<file path="src/rtl/abf_pkg.sv">
// Package for the auto brightness fader: payload structs, register map,
// register reset values and default timing constants. No dependencies.
`timescale 1ns / 1ps
`default_nettype none

package abf_pkg;

  localparam int unsigned TimeW  = 48;
  localparam int unsigned LuxW   = 20;
  localparam int unsigned LevelW = 8;
  localparam int unsigned WeightW = 16;
  localparam int unsigned RatioW = 16;

  localparam int unsigned DefSamplePeriodUs = 500000;
  localparam int unsigned DefFadePeriodUs   = 50000;
  localparam int unsigned DefLuxFracBits    = 4;

  localparam int unsigned PaddrW = 5;
  localparam int unsigned PdataW = 32;

  // Register indexes (paddr[4:2]).
  localparam logic [2:0] RegEmaWeight  = 3'd0;
  localparam logic [2:0] RegDarkLux    = 3'd1;
  localparam logic [2:0] RegBrightLux  = 3'd2;
  localparam logic [2:0] RegDarkLevel  = 3'd3;
  localparam logic [2:0] RegBrightLevel = 3'd4;
  localparam logic [2:0] RegMaxLevel   = 3'd5;

  localparam logic [WeightW-1:0] RstEmaWeight   = 16'd13107;
  localparam logic [LuxW-1:0]    RstDarkLux     = 20'd160;
  localparam logic [LuxW-1:0]    RstBrightLux   = 20'd3200;
  localparam logic [LevelW-1:0]  RstDarkLevel   = 8'd20;
  localparam logic [LevelW-1:0]  RstBrightLevel = 8'd180;
  localparam logic [LevelW-1:0]  RstMaxLevel    = 8'd255;

  typedef struct packed {
    logic [TimeW-1:0] now_us;
    logic [LuxW-1:0]  lux_sample;
  } abf_in_t;

  typedef struct packed {
    logic              level_write;
    logic [LevelW-1:0] level_value;
    logic [LevelW-1:0] goal_level;
    logic [LuxW-1:0]   smoothed_lux;
    logic              level_known;
  } abf_out_t;

endpackage

`default_nettype wire

</file>
<file path="src/rtl/auto_brightness_fader.sv">
// Auto brightness fader top level: APB register file, sequencer, serial units.
// Depends on abf_pkg, abf_mul_serial and abf_div_serial.
`timescale 1ns / 1ps
`default_nettype none

// One input transfer is taken at a time and produces exactly one result
// transfer. An item that finds no sample due passes through evaluate, fade and
// output, and a first sample that lands in the dark segment adds map and
// apply. Updating the running average adds a bit-serial multiply, the ratio
// adds the restoring divider, and the blend adds its setup and multiply. A
// ratio at twice the span or more skips the divider.
// The next item is accepted while the previous result still waits at the
// output register; a result that finds that register still full holds the
// sequencer until it drains. Registers lie at byte addresses 4*i; pready is
// always high.
module auto_brightness_fader #(
  parameter int unsigned SAMPLE_PERIOD_US = abf_pkg::DefSamplePeriodUs,
  parameter int unsigned FADE_PERIOD_US   = abf_pkg::DefFadePeriodUs,
  parameter int unsigned LUX_FRAC_BITS    = abf_pkg::DefLuxFracBits
) (
  input  logic                       clk_i,
  input  logic                       rst_ni,
  input  logic                       in_valid_i,
  output logic                       in_ready_o,
  input  abf_pkg::abf_in_t           in_data_i,
  output logic                       out_valid_o,
  input  logic                       out_ready_i,
  output abf_pkg::abf_out_t          out_data_o,
  input  logic                       psel,
  input  logic                       penable,
  input  logic                       pwrite,
  input  logic [abf_pkg::PaddrW-1:0] paddr,
  input  logic [abf_pkg::PdataW-1:0] pwdata,
  output logic [abf_pkg::PdataW-1:0] prdata,
  output logic                       pready
);
  import abf_pkg::*;

  typedef enum logic [3:0] {
    S_IDLE, S_EVAL, S_EMA, S_MAP, S_DIV, S_SCALE, S_BLEND, S_APPLY, S_FADE, S_OUT
  } state_e;

  localparam logic [RatioW:0] RatioOne = (RatioW + 1)'(1) << RatioW;
  localparam logic [LuxW-1:0] OneLux   = LuxW'(1) << LUX_FRAC_BITS;

  // Configuration registers.
  logic [WeightW-1:0] ema_weight_q;
  logic [LuxW-1:0]    dark_lux_q, bright_lux_q;
  logic [LevelW-1:0]  dark_level_q, bright_level_q, max_level_q;

  // Block state.
  state_e            state_q;
  logic [LuxW-1:0]   avg_q;
  logic              seeded_q;
  logic [LevelW-1:0] present_q;
  logic              present_valid_q;
  logic [LevelW-1:0] target_q;
  logic [TimeW-1:0]  next_sample_q;
  logic [TimeW-1:0]  next_fade_q;

  // Per-item working registers.
  logic [TimeW-1:0]  now_q;
  logic [LuxW-1:0]   lux_q;
  logic              wr_q;
  logic              ema_up_q;
  logic [LevelW-1:0] base_q, top_q;
  logic [RatioW:0]   t_q;

  abf_out_t          out_q;
  logic              out_valid_q;

  logic [2:0]        reg_idx;
  logic              cfg_write;

  logic              lux_ge;
  logic [LuxW-1:0]   lux_delta;
  logic              lvl_up;
  logic [LevelW-1:0] lvl_delta;
  logic [LevelW-1:0] blend_off;
  logic              in_mid;
  logic [LuxW-1:0]   seg_diff;
  logic [LuxW-1:0]   seg_span;
  logic              ratio_over;

  logic              mul_start;
  logic [LuxW-1:0]   mul_a;
  logic [WeightW-1:0] mul_b;
  logic              mul_done;
  logic [LuxW-1:0]   mul_res;
  logic              div_start;
  logic              div_done;
  logic [RatioW:0]   div_quot;

  assign pready    = 1'b1;
  assign reg_idx   = paddr[PaddrW-1:2];
  assign cfg_write = psel && penable && pwrite;

  always_ff @(posedge clk_i or negedge rst_ni) begin
    if (!rst_ni) begin
      ema_weight_q   <= RstEmaWeight;
      dark_lux_q     <= RstDarkLux;
      bright_lux_q   <= RstBrightLux;
      dark_level_q   <= RstDarkLevel;
      bright_level_q <= RstBrightLevel;
      max_level_q    <= RstMaxLevel;
    end else if (cfg_write) begin
      unique case (reg_idx)
        RegEmaWeight:   ema_weight_q   <= pwdata[WeightW-1:0];
        RegDarkLux:     dark_lux_q     <= pwdata[LuxW-1:0];
        RegBrightLux:   bright_lux_q   <= pwdata[LuxW-1:0];
        RegDarkLevel:   dark_level_q   <= pwdata[LevelW-1:0];
        RegBrightLevel: bright_level_q <= pwdata[LevelW-1:0];
        RegMaxLevel:    max_level_q    <= pwdata[LevelW-1:0];
        default: ;
      endcase
    end
  end

  always_comb begin
    unique case (reg_idx)
      RegEmaWeight:   prdata = PdataW'(ema_weight_q);
      RegDarkLux:     prdata = PdataW'(dark_lux_q);
      RegBrightLux:   prdata = PdataW'(bright_lux_q);
      RegDarkLevel:   prdata = PdataW'(dark_level_q);
      RegBrightLevel: prdata = PdataW'(bright_level_q);
      RegMaxLevel:    prdata = PdataW'(max_level_q);
      default:        prdata = '0;
    endcase
  end

  // Datapath helpers.
  assign lux_ge    = lux_q >= avg_q;
  assign lux_delta = lux_ge ? (lux_q - avg_q) : (avg_q - lux_q);
  assign lvl_up    = top_q >= base_q;
  assign lvl_delta = lvl_up ? (top_q - base_q) : (base_q - top_q);
  // A full ratio reaches the top level exactly.
  assign blend_off = t_q[RatioW] ? lvl_delta : mul_res[LevelW-1:0];

  assign in_mid   = avg_q < bright_lux_q;
  assign seg_diff = in_mid ? (avg_q - dark_lux_q) : (avg_q - bright_lux_q);
  always_comb begin
    if (in_mid) begin
      seg_span = bright_lux_q - dark_lux_q;
    end else if (bright_lux_q != '0) begin
      seg_span = bright_lux_q;
    end else begin
      seg_span = OneLux;
    end
  end
  // At twice the span or more the ratio is clamped without dividing.
  assign ratio_over = {1'b0, seg_diff} >= {seg_span, 1'b0};

  always_comb begin
    mul_start = 1'b0;
    mul_a     = lux_delta;
    mul_b     = ema_weight_q;
    div_start = 1'b0;
    if (state_q == S_EVAL) begin
      mul_start = (now_q >= next_sample_q) && seeded_q;
    end else if (state_q == S_SCALE) begin
      mul_start = 1'b1;
      mul_a     = LuxW'(lvl_delta);
      mul_b     = t_q[RatioW-1:0];
    end else if (state_q == S_MAP) begin
      div_start = (avg_q >= dark_lux_q) && !ratio_over;
    end
  end

  abf_mul_serial u_mul (
    .clk_i,
    .rst_ni,
    .start_i  (mul_start),
    .a_i      (mul_a),
    .b_i      (mul_b),
    .done_o   (mul_done),
    .result_o (mul_res)
  );

  abf_div_serial u_div (
    .clk_i,
    .rst_ni,
    .start_i (div_start),
    .diff_i  (seg_diff),
    .span_i  (seg_span),
    .done_o  (div_done),
    .quot_o  (div_quot)
  );

  always_ff @(posedge clk_i or negedge rst_ni) begin
    if (!rst_ni) begin
      state_q         <= S_IDLE;
      avg_q           <= '0;
      seeded_q        <= 1'b0;
      present_q       <= '0;
      present_valid_q <= 1'b0;
      target_q        <= '0;
      next_sample_q   <= '0;
      next_fade_q     <= '0;
      wr_q            <= 1'b0;
      out_valid_q     <= 1'b0;
    end else begin
      if (state_q == S_OUT && (!out_valid_q || out_ready_i)) begin
        out_valid_q <= 1'b1;
      end else if (out_valid_q && out_ready_i) begin
        out_valid_q <= 1'b0;
      end
      unique case (state_q)
        S_IDLE: begin
          if (in_valid_i) begin
            wr_q    <= 1'b0;
            state_q <= S_EVAL;
          end
        end
        S_EVAL: begin
          if (now_q >= next_sample_q) begin
            next_sample_q <= now_q + TimeW'(SAMPLE_PERIOD_US);
            if (!seeded_q) begin
              avg_q    <= lux_q;
              seeded_q <= 1'b1;
              state_q  <= S_MAP;
            end else begin
              state_q <= S_EMA;
            end
          end else begin
            state_q <= S_FADE;
          end
        end
        S_EMA: begin
          if (mul_done) begin
            avg_q   <= ema_up_q ? (avg_q + mul_res) : (avg_q - mul_res);
            state_q <= S_MAP;
          end
        end
        S_MAP: begin
          if (avg_q < dark_lux_q) begin
            target_q <= dark_level_q;
            state_q  <= S_APPLY;
          end else begin
            base_q <= in_mid ? dark_level_q : bright_level_q;
            top_q  <= in_mid ? bright_level_q : max_level_q;
            if (ratio_over) begin
              t_q     <= RatioOne;
              state_q <= S_SCALE;
            end else begin
              state_q <= S_DIV;
            end
          end
        end
        S_DIV: begin
          if (div_done) begin
            t_q     <= (div_quot > RatioOne) ? RatioOne : div_quot;
            state_q <= S_SCALE;
          end
        end
        S_SCALE: begin
          state_q <= S_BLEND;
        end
        S_BLEND: begin
          if (mul_done) begin
            target_q <= lvl_up ? (base_q + blend_off) : (base_q - blend_off);
            state_q  <= S_APPLY;
          end
        end
        S_APPLY: begin
          if (!present_valid_q) begin
            present_q       <= target_q;
            present_valid_q <= 1'b1;
            wr_q            <= 1'b1;
          end
          state_q <= S_FADE;
        end
        S_FADE: begin
          if (present_valid_q && (present_q != target_q) && (now_q >= next_fade_q)) begin
            next_fade_q <= now_q + TimeW'(FADE_PERIOD_US);
            present_q   <= (present_q < target_q) ? (present_q + 1'b1) : (present_q - 1'b1);
            wr_q        <= 1'b1;
          end
          state_q <= S_OUT;
        end
        S_OUT: begin
          if (!out_valid_q || out_ready_i) begin
            state_q <= S_IDLE;
          end
        end
        default: state_q <= S_IDLE;
      endcase
    end
  end

  always_ff @(posedge clk_i) begin
    if (state_q == S_IDLE && in_valid_i) begin
      now_q <= in_data_i.now_us;
      lux_q <= in_data_i.lux_sample;
    end
    if (state_q == S_EVAL) begin
      ema_up_q <= lux_ge;
    end
    if (state_q == S_OUT && (!out_valid_q || out_ready_i)) begin
      out_q.level_write  <= wr_q;
      out_q.level_value  <= present_q;
      out_q.goal_level   <= target_q;
      out_q.smoothed_lux <= avg_q;
      out_q.level_known  <= present_valid_q;
    end
  end

  assign in_ready_o  = (state_q == S_IDLE);
  assign out_valid_o = out_valid_q;
  assign out_data_o  = out_q;

endmodule

`default_nettype wire

</file>
<file path="src/rtl/abf_mul_serial.sv">
// Bit-serial shift-add multiplier returning floor(a * b / 2^16).
// Uses abf_pkg for the operand widths.
`timescale 1ns / 1ps
`default_nettype none

module abf_mul_serial (
  input  logic                         clk_i,
  input  logic                         rst_ni,
  input  logic                         start_i,
  input  logic [abf_pkg::LuxW-1:0]     a_i,
  input  logic [abf_pkg::WeightW-1:0]  b_i,
  output logic                         done_o,
  output logic [abf_pkg::LuxW-1:0]     result_o
);
  import abf_pkg::*;

  localparam int unsigned CntW = $clog2(WeightW + 1);

  logic [LuxW-1:0]    a_q;
  logic [WeightW-1:0] b_q;
  logic [LuxW-1:0]    acc_q;
  logic [CntW-1:0]    cnt_q;
  logic               busy_q;
  logic               done_q;
  logic [LuxW:0]      sum;

  // One multiplier bit per cycle, LSB first; the accumulator keeps only the
  // high part, so the bits shifted out are exactly the truncated fraction.
  assign sum = {1'b0, acc_q} + (b_q[0] ? {1'b0, a_q} : '0);

  always_ff @(posedge clk_i or negedge rst_ni) begin
    if (!rst_ni) begin
      busy_q <= 1'b0;
      done_q <= 1'b0;
      cnt_q  <= '0;
    end else begin
      done_q <= 1'b0;
      if (start_i) begin
        busy_q <= 1'b1;
        cnt_q  <= '0;
      end else if (busy_q) begin
        cnt_q <= cnt_q + 1'b1;
        if (cnt_q == CntW'(WeightW - 1)) begin
          busy_q <= 1'b0;
          done_q <= 1'b1;
        end
      end
    end
  end

  always_ff @(posedge clk_i) begin
    if (start_i) begin
      a_q   <= a_i;
      b_q   <= b_i;
      acc_q <= '0;
    end else if (busy_q) begin
      acc_q <= sum[LuxW:1];
      b_q   <= {1'b0, b_q[WeightW-1:1]};
    end
  end

  assign done_o   = done_q;
  assign result_o = acc_q;

endmodule

`default_nettype wire

</file>
<file path="src/rtl/abf_div_serial.sv">
// Restoring divider producing floor(diff * 2^16 / span), one quotient bit per cycle.
// Requires diff < 2 * span and span > 0. Uses abf_pkg for widths.
`timescale 1ns / 1ps
`default_nettype none

module abf_div_serial (
  input  logic                        clk_i,
  input  logic                        rst_ni,
  input  logic                        start_i,
  input  logic [abf_pkg::LuxW-1:0]    diff_i,
  input  logic [abf_pkg::LuxW-1:0]    span_i,
  output logic                        done_o,
  output logic [abf_pkg::RatioW:0]    quot_o
);
  import abf_pkg::*;

  localparam int unsigned Steps = RatioW + 1;
  localparam int unsigned CntW  = $clog2(Steps + 1);

  logic [LuxW:0]    rem_q;
  logic [LuxW-1:0]  span_q;
  logic [RatioW:0]  quot_q;
  logic [CntW-1:0]  cnt_q;
  logic             busy_q;
  logic             done_q;
  logic [LuxW:0]    trial;
  logic             fits;

  // The first step tests the integer bit of the ratio without a shift; every
  // later step brings down a zero bit of the scaled dividend.
  assign trial = (cnt_q == '0) ? rem_q : {rem_q[LuxW-1:0], 1'b0};
  assign fits  = trial >= {1'b0, span_q};

  always_ff @(posedge clk_i or negedge rst_ni) begin
    if (!rst_ni) begin
      busy_q <= 1'b0;
      done_q <= 1'b0;
      cnt_q  <= '0;
    end else begin
      done_q <= 1'b0;
      if (start_i) begin
        busy_q <= 1'b1;
        cnt_q  <= '0;
      end else if (busy_q) begin
        cnt_q <= cnt_q + 1'b1;
        if (cnt_q == CntW'(Steps - 1)) begin
          busy_q <= 1'b0;
          done_q <= 1'b1;
        end
      end
    end
  end

  always_ff @(posedge clk_i) begin
    if (start_i) begin
      rem_q  <= {1'b0, diff_i};
      span_q <= span_i;
      quot_q <= '0;
    end else if (busy_q) begin
      rem_q  <= fits ? (trial - {1'b0, span_q}) : trial;
      quot_q <= {quot_q[RatioW-1:0], fits};
    end
  end

  assign done_o = done_q;
  assign quot_o = quot_q;

endmodule

`default_nettype wire
</file>
<file path="config.mk">
export PLATFORM = sky130hd
export DESIGN_NAME = auto_brightness_fader
export DESIGN_NICKNAME = d
export VERILOG_FILES = /design/src/rtl/abf_pkg.sv /design/src/rtl/auto_brightness_fader.sv /design/src/rtl/abf_mul_serial.sv /design/src/rtl/abf_div_serial.sv
export SDC_FILE = /design/constraint.sdc
export NUM_CORES = 1
export LEC_CHECK = 0
export ABC_AREA = 1
export BUFFER_PORTS_ARGS = -buffer_cell sky130_fd_sc_hd__buf_2
export CAP_MARGIN = 20
export CORE_MARGIN = 2
export CORE_UTILIZATION = 57
export CTS_CLUSTER_DIAMETER = 50
export DETAILED_ROUTE_END_ITERATION = 10
export GPL_TIMING_DRIVEN = 0
export PLACE_DENSITY_LB_ADDON = 0.05
export SLEW_MARGIN = 0
export SYNTH_ARGS = -nofsm -noshare
export SYNTH_HDL_FRONTEND = slang
export SYNTH_SLANG_ARGS = --single-unit
</file>
<file path="constraint.sdc">
create_clock -name clk_i -period 7 [get_ports clk_i]
set_input_delay 0 -clock clk_i [delete_from_list [all_inputs] [get_ports clk_i]]
set_output_delay 0 -clock clk_i [all_outputs]
set_load 0.05 [all_outputs]
</file>
### After elaboration in Yosys (flattened, before gate mapping)

Index checks and enable logic that the tools add are counted.

| operators by class | value |
|---|---|
| $add $sub $neg | 19 |
| $mul | 0 |
| div/mod/pow operators | 0 |
| $lt $le $gt $ge | 11 |
| equality and inequality tests | 29 |
| shifts and indexed selects | 0 |
| mux-type cells | 75 |
| bitwise operators | 1 |
| reduce and logical (&&, ||, !) cells | 39 |

Operators with widths:

| operator | count |
|---|---|
| $mux W20 | 13 |
| $pmux W20 S6 | 1 |
| $sub A20 B20 Y20 | 6 |
| $ge A48 B48 Y1 | 2 |
| $mux W8 | 10 |
| $mux W17 | 4 |
| $mux W16 | 4 |
| $add A48 B16 Y48 const B | 1 |
| $add A48 B19 Y48 const B | 1 |
| $mux W21 | 2 |
| $ge A20 B20 Y1 | 2 |
| $lt A20 B20 Y1 | 2 |
| $pmux W20 S2 | 1 |
| $pmux W4 S10 | 1 |
| $pmux W17 S2 | 1 |
| $pmux W8 S2 | 2 |
| $mux W1 | 24 |
| $mux W4 | 6 |
| $sub A8 B8 Y8 | 3 |
| $add A20 B21 Y21 | 1 |
| $ge A20 B21 Y1 | 1 |
| $ge A21 B20 Y1 | 1 |
| $sub A21 B20 Y21 | 1 |
| $add A20 B20 Y20 | 1 |
| other kinds (36) | 83 |

| word-level totals | value |
|---|---|
| register bits after elaboration | 488 |
| latch bits | 0 |
| memory bits (writable) | 0 |
| bits in read-only memories | 0 |
| input port bits | 112 |
| word-level logic and storage cells | 214 |
| memories | 0 |

### Depth between registers and ports, before layout

| depth | value |
|---|---|
| word-level depth | 10 |
| depth in mapped cells | 32 |
| mapped depth without buffers | 30 |

### Modules after synthesis

A second synthesis with hierarchy kept.

| second synthesis, totals | value |
|---|---|
| cell total of the unflattened synthesis | 4811 |
| area total of the unflattened synthesis | 36017.0 µm² |

By module, submodules not included:

| module | instances | cells each | area each (µm²) | seq. area each (µm²) |
|---|---|---|---|---|
| auto_brightness_fader | 1 | 3701 | 27873.0 | 9743.1 |
| abf_div_serial | 1 | 642 | 4540.6 | 1736.7 |
| abf_mul_serial | 1 | 468 | 3603.5 | 1656.6 |

### Worst setup path before layout

No wires, ideal clock.

| timing | value |
|---|---|
| path kind | register to register |
| from | reg state_q[0] |
| to | reg lux_q[0] (enable) |
| library setup time | 578 ps |
| arrival time | 6408 ps |
| data required time | 6422 ps |
| path slack | 14 ps |
| cell stages (with the launch flop) | 8 |
| period minus slack after synthesis | 6986 ps |
| cells stage by stage | dfrtp_1 > nor2_1 > inv_1 > nor2_1 > inv_1 > a221oi_1 > nand2_1 > nor3_1 |

| between the ends | value |
|---|---|
| cells in the longest elaborated chain, start to end | 2 |

RTL lines:

| element | line | RTL |
|---|---|---|
| from (decl) | auto_brightness_fader.sv:52 | `state_e state_q;` |
| from (signal assigned) | auto_brightness_fader.sv:191 | `state_q <= S_IDLE;` |
| from (signal assigned) | auto_brightness_fader.sv:211 | `state_q <= S_EVAL;` |
| from (signal assigned) | auto_brightness_fader.sv:220 | `state_q <= S_MAP;` |
| $logic_not A4 Y1 | -- |  |
| via in_ready_o | auto_brightness_fader.sv:24 | `output logic in_ready_o,` |
| $logic_and A1 B1 Y1 | auto_brightness_fader.sv:291 | `if (state_q == S_IDLE && in_valid_i) begin` |
| to (signal assigned) | auto_brightness_fader.sv:293 | `lux_q <= in_data_i.lux_sample;` |
| to (decl) | auto_brightness_fader.sv:63 | `logic [LuxW-1:0] lux_q;` |

The timed path passes the listed nets, and every way through them passes these cells.
A chain may end at the register's enable or synchronous reset.

### Worst setup path in the final report

| timing | value |
|---|---|
| from | reg avg_q[15] |
| to | reg u_div.rem_q[5] (enable) |

| between the ends | value |
|---|---|
| cells in the longest elaborated chain, start to end | 9 |
| elaborated cells on any way between the ends | 13 |

RTL lines:

| element | line | RTL |
|---|---|---|
| from (decl) | auto_brightness_fader.sv:53 | `logic [LuxW-1:0] avg_q;` |
| from (signal assigned) | auto_brightness_fader.sv:218 | `avg_q <= lux_q;` |
| from (signal assigned) | auto_brightness_fader.sv:230 | `avg_q <= ema_up_q ? (avg_q + mul_res) : (avg_q - mul_res);` |
| $lt A20 B20 Y1 | auto_brightness_fader.sv:139 | `assign in_mid = avg_q < bright_lux_q;` |
| $mux W20 | auto_brightness_fader.sv:142 | `if (in_mid) begin` |
| via seg_span[13] | auto_brightness_fader.sv:82 | `logic [LuxW-1:0] seg_span;` |
| $ge A20 B21 Y1 | auto_brightness_fader.sv:151 | `assign ratio_over = {1'b0, seg_diff} >= {seg_span, 1'b0};` |
| $logic_not A1 Y1 | auto_brightness_fader.sv:165 | `div_start = (avg_q >= dark_lux_q) && !ratio_over;` |
| $logic_and A1 B1 Y1 | auto_brightness_fader.sv:165 |  |
| $mux W1 | auto_brightness_fader.sv:164 | `end else if (state_q == S_MAP) begin` |
| $mux W1 | auto_brightness_fader.sv:160 | `end else if (state_q == S_SCALE) begin` |
| $mux W1 | auto_brightness_fader.sv:158 | `if (state_q == S_EVAL) begin` |
| $reduce_bool A2 Y1 (no line) | -- |  |
| to (signal assigned) | abf_div_serial.sv:56 | `rem_q <= {1'b0, diff_i};` |
| to (signal assigned) | abf_div_serial.sv:60 | `rem_q <= fits ? (trial - {1'b0, span_q}) : trial;` |
| to (decl) | abf_div_serial.sv:20 | `logic [LuxW:0] rem_q;` |

The timed path passes the listed nets, and every way through them passes these cells.

==> run metrics <==
status complete, no violations; setup TNS 0 ns; TritonCTS Buffers 66; Worst Path Arrival 6.23 ns; Distinct cells, synth 62; vias in the first global route 32100; H-tree Lvls 3; Worst R2R Path Depth 25; mapped cell area 0.03579 mm^2; vias per cell 5.693; fin crit share 86.93%; final-report max-slew violation count 0; first-pass GRT wire length 183700 um; RSZ-0062 raised after global routing false; reg2reg setup slack 0.92 ns; Longest Clk Path Bufs 3; Pwr Total 23.43 mW; Worst Setup Slack post-DPL 1.072 ns; antenna violations before repair 5; Slew headroom 27.78%; Yosys Warn Count 0; Rows 91; Ports 185; final setup vio count 0; Crit Reg-Reg Endpoint u_div.rem_q[5]; peak supply drop 0.3190 mV; hold path depth 5; Final HPWL DP 94420 um; All-Layer GR Usage 37.21%; grt total ovfl 0; CP Launch Point avg_q[15]; Mapped Cells 4766; Die Y 254.6 um; Worst Path Max Fanout 20; area of the die 0.06481 mm^2; # port buffers 156; worst path required time 7.15 ns; Area Overhead vs Synth 15.08%; TritonCTS clock tree done; Post-synth EDFFs 216; skew final 0.05937 ns; worst hold path type in -> reg; Power Density 568.8 mW/mm^2; FF+latch count, synth 488; Leak 19.77 nW; Nets 5546; FMAX 164.3 MHz; Die W 254.6 um; DRC Markers 0; Hold Path Origin penable; WHS 0.04314 ns; Seq/Total Area, Yosys 36.70%; clk sinks 488; Post-CTS Resized 0; fin worst setup slack 0.9151 ns; critical path class reg -> reg; layout cells sized above 1 8.222%; via count 34140; Worst Tran Pin Value 1.067 ns; post-CTS setup buffers 0; async set-reset flop share out of synthesis 47.95%; Period minus WS final 6.085 ns; dominant synthesized flop cell edfxtp_1; endpoints failing hold 0; worst reg2reg path startpoint avg_q[15]; final WL 120900 um; Hold Path Sink max_level_q[4]; routed len/inst 20.15 um; core area 0.06194 mm^2; Startpoint Class register; largest net degree at the start of global routing 112; drt pass-1 iters 7; DR iter-0 viols 3276; Worst Setup End Kind register; Max Cap Viol 0; antenna-violating nets left 0; clk root buf clkbuf_16; Reg clk slew, reported paths 0.06 ns; syn_area_per_cell 7.509 um^2; final core utilization 66.49%; Initial Util 57.78%; RD Place Congestion 1.042; worst skew pair latency 0.64 ns
-- final cells by class --
| type | count | area (um^2) |
|---|---|---|
| diodes | 3 | 7.507 |
| well taps | 837 | 1047 |
| repair buffers | 261 | 1912 |
| inverters | 665 | 2496 |
| multi-input cells | 3487 | 19540 |
| flip-flops and latches | 488 | 13140 |
| fillers | 5501 | 20750 |
| clock inverters | 44 | 676.9 |
| plain buffers | 137 | 673.1 |
| clock buffers | 75 | 1695 |
-- worst max-delay path by stage --
stage,endpoint,slack [ns],cells past startpoint
final,u_div.rem_q[5],0.92,25
after detailed placement,u_div.rem_q[5],1.07,25
after global placement,lux_q[1],-2.65,11
after CTS,u_div.rem_q[5],1.03,25
after global routing,u_div.rem_q[5],0.63,25
after floorplan,lux_q[0],0.01,7
-- critical path, stage by stage (launching register included) --
cell and delay (ns):
dfrtp_1 0.67, ha_1 0.53, nand2_1 0.13, inv_2 0.08
nand3_1 0.06, nor2_1 0.16, nand3_1 0.17, nand3_2 0.18
buf_2 0.26, buf_1 0.58, nand2_1 0.14, nand2_1 0.15
inv_1 0.06, ha_1 0.28, nand2_1 0.05, nor3_1 0.27
nor4b_1 0.27, nand3_1 0.15, nand2_1 0.08, nand2_1 0.05
nand2_1 0.09, nand2_2 0.10, nand3_2 0.09, buf_6 0.21
buf_6 0.20, nand2_1 0.53
-- through the flow --
step	instance area (um^2)	cells
finish	41190	5997
global route	41190	5997
CTS	41180	5994
detailed placement	37830	5779
global placement	37660	5770
floorplan	35830	4777
-- kinds of logic (layout without fill, tap and decap cells) --
logic type               after synthesis  after routing  synth area share (%)
XOR/XNOR                             206            206                 5.041
buffers and inverters                802           1182                 8.855
adder cells (fa/ha/maj)              328            328                 11.72
other                                  2             16               0.02098
AO/OA/AOI/OAI                        925            925                 13.98
flip-flops                           488            488                 36.70
multiplexers                           4              4                0.1119
AND/OR/NAND/NOR                     2011           2011                 23.57
-- where the power goes --
part	total, mW	internal [mW]	switching, mW
Clock	3.62	2.17	1.44
Combinational	14.3	4.78	9.50
Sequential	5.53	4.40	1.13
-- timing repair --
item	in CTS	in global routing
setup endpoints to repair	0	0
hold buffers	96	0
endpoints found under the hold margin	293	0
-- layer usage --
metal	wire (um)	vias to the layer above	global-route usage, %
met1	51640	15900	50.90
met2	54320	1502	59.60
met4	4515	4	13.20
met3	10350	247	6.440
met5	27	-	0
li1	-	16490	-
-- cell usage in the layout, fill, tap and decap left out, drive strengths merged, types with 207 or more instances in the layout --
| master | netlist | final |
|---|---|---|
| a21oi | 297 | 297 |
| ha | 316 | 316 |
| inv | 660 | 669 |
| buf | 55 | 221 |
| o21ai | 487 | 487 |
| edfxtp | 216 | 216 |
| nand2 | 1219 | 1219 |
| nand3 | 241 | 241 |
| dfrtp | 207 | 207 |
| nor2 | 326 | 326 |
-- synthesized netlist by cell type, types with 7 or more instances --
library cell / n / area (um^2)
o31ai_1: 7 / 52.55
inv_1: 647 / 2429
nand2_2: 12 / 75.07
nand3_1: 237 / 1186
nor3_1: 62 / 310.3
and2_1: 7 / 43.79
a22oi_1: 9 / 67.56
dfrtp_1: 207 / 5180
a31oi_1: 10 / 62.56
a21boi_0: 10 / 75.07
o21bai_1: 15 / 112.6
or2_2: 19 / 118.9
nand3b_1: 9 / 67.56
nand2_1: 1207 / 4531
xnor2_1: 59 / 516.8
buf_6: 7 / 78.83
o21ai_0: 449 / 2247
a21oi_1: 295 / 1476
ha_1: 316 / 3954
nor4_1: 19 / 118.9
xor2_1: 147 / 1287
clkbuf_1: 79 / 296.5
o22ai_1: 13 / 81.33
dfxtp_1: 38 / 760.7
o21ai_1: 35 / 175.2
buf_4: 14 / 105.1
o211ai_1: 21 / 157.7
inv_2: 13 / 48.80
o221ai_1: 8 / 70.07
fa_1: 12 / 240.2
a21o_1: 21 / 157.7
nand4_1: 94 / 588.1
buf_2: 33 / 165.2
nor2_1: 321 / 1205
dfstp_2: 27 / 709.4
edfxtp_1: 216 / 6486
-- state kept, by name, summed over array words and instances (netlist names), 16 cells and up --
register / cells
u_div.span_q: 20
ema_weight_q: 16
u_div.quot_o: 17
t_q: 17
out_data_o: 38
next_sample_q: 48
now_q: 48
u_div.rem_q: 21
u_mul.a_q: 20
dark_lux_q: 20
avg_q: 20
u_mul.result_o: 20
lux_q: 20
u_mul.b_q: 16
next_fade_q: 48
bright_lux_q: 20
No activity file was read; power rests on OpenSTA's default activity.
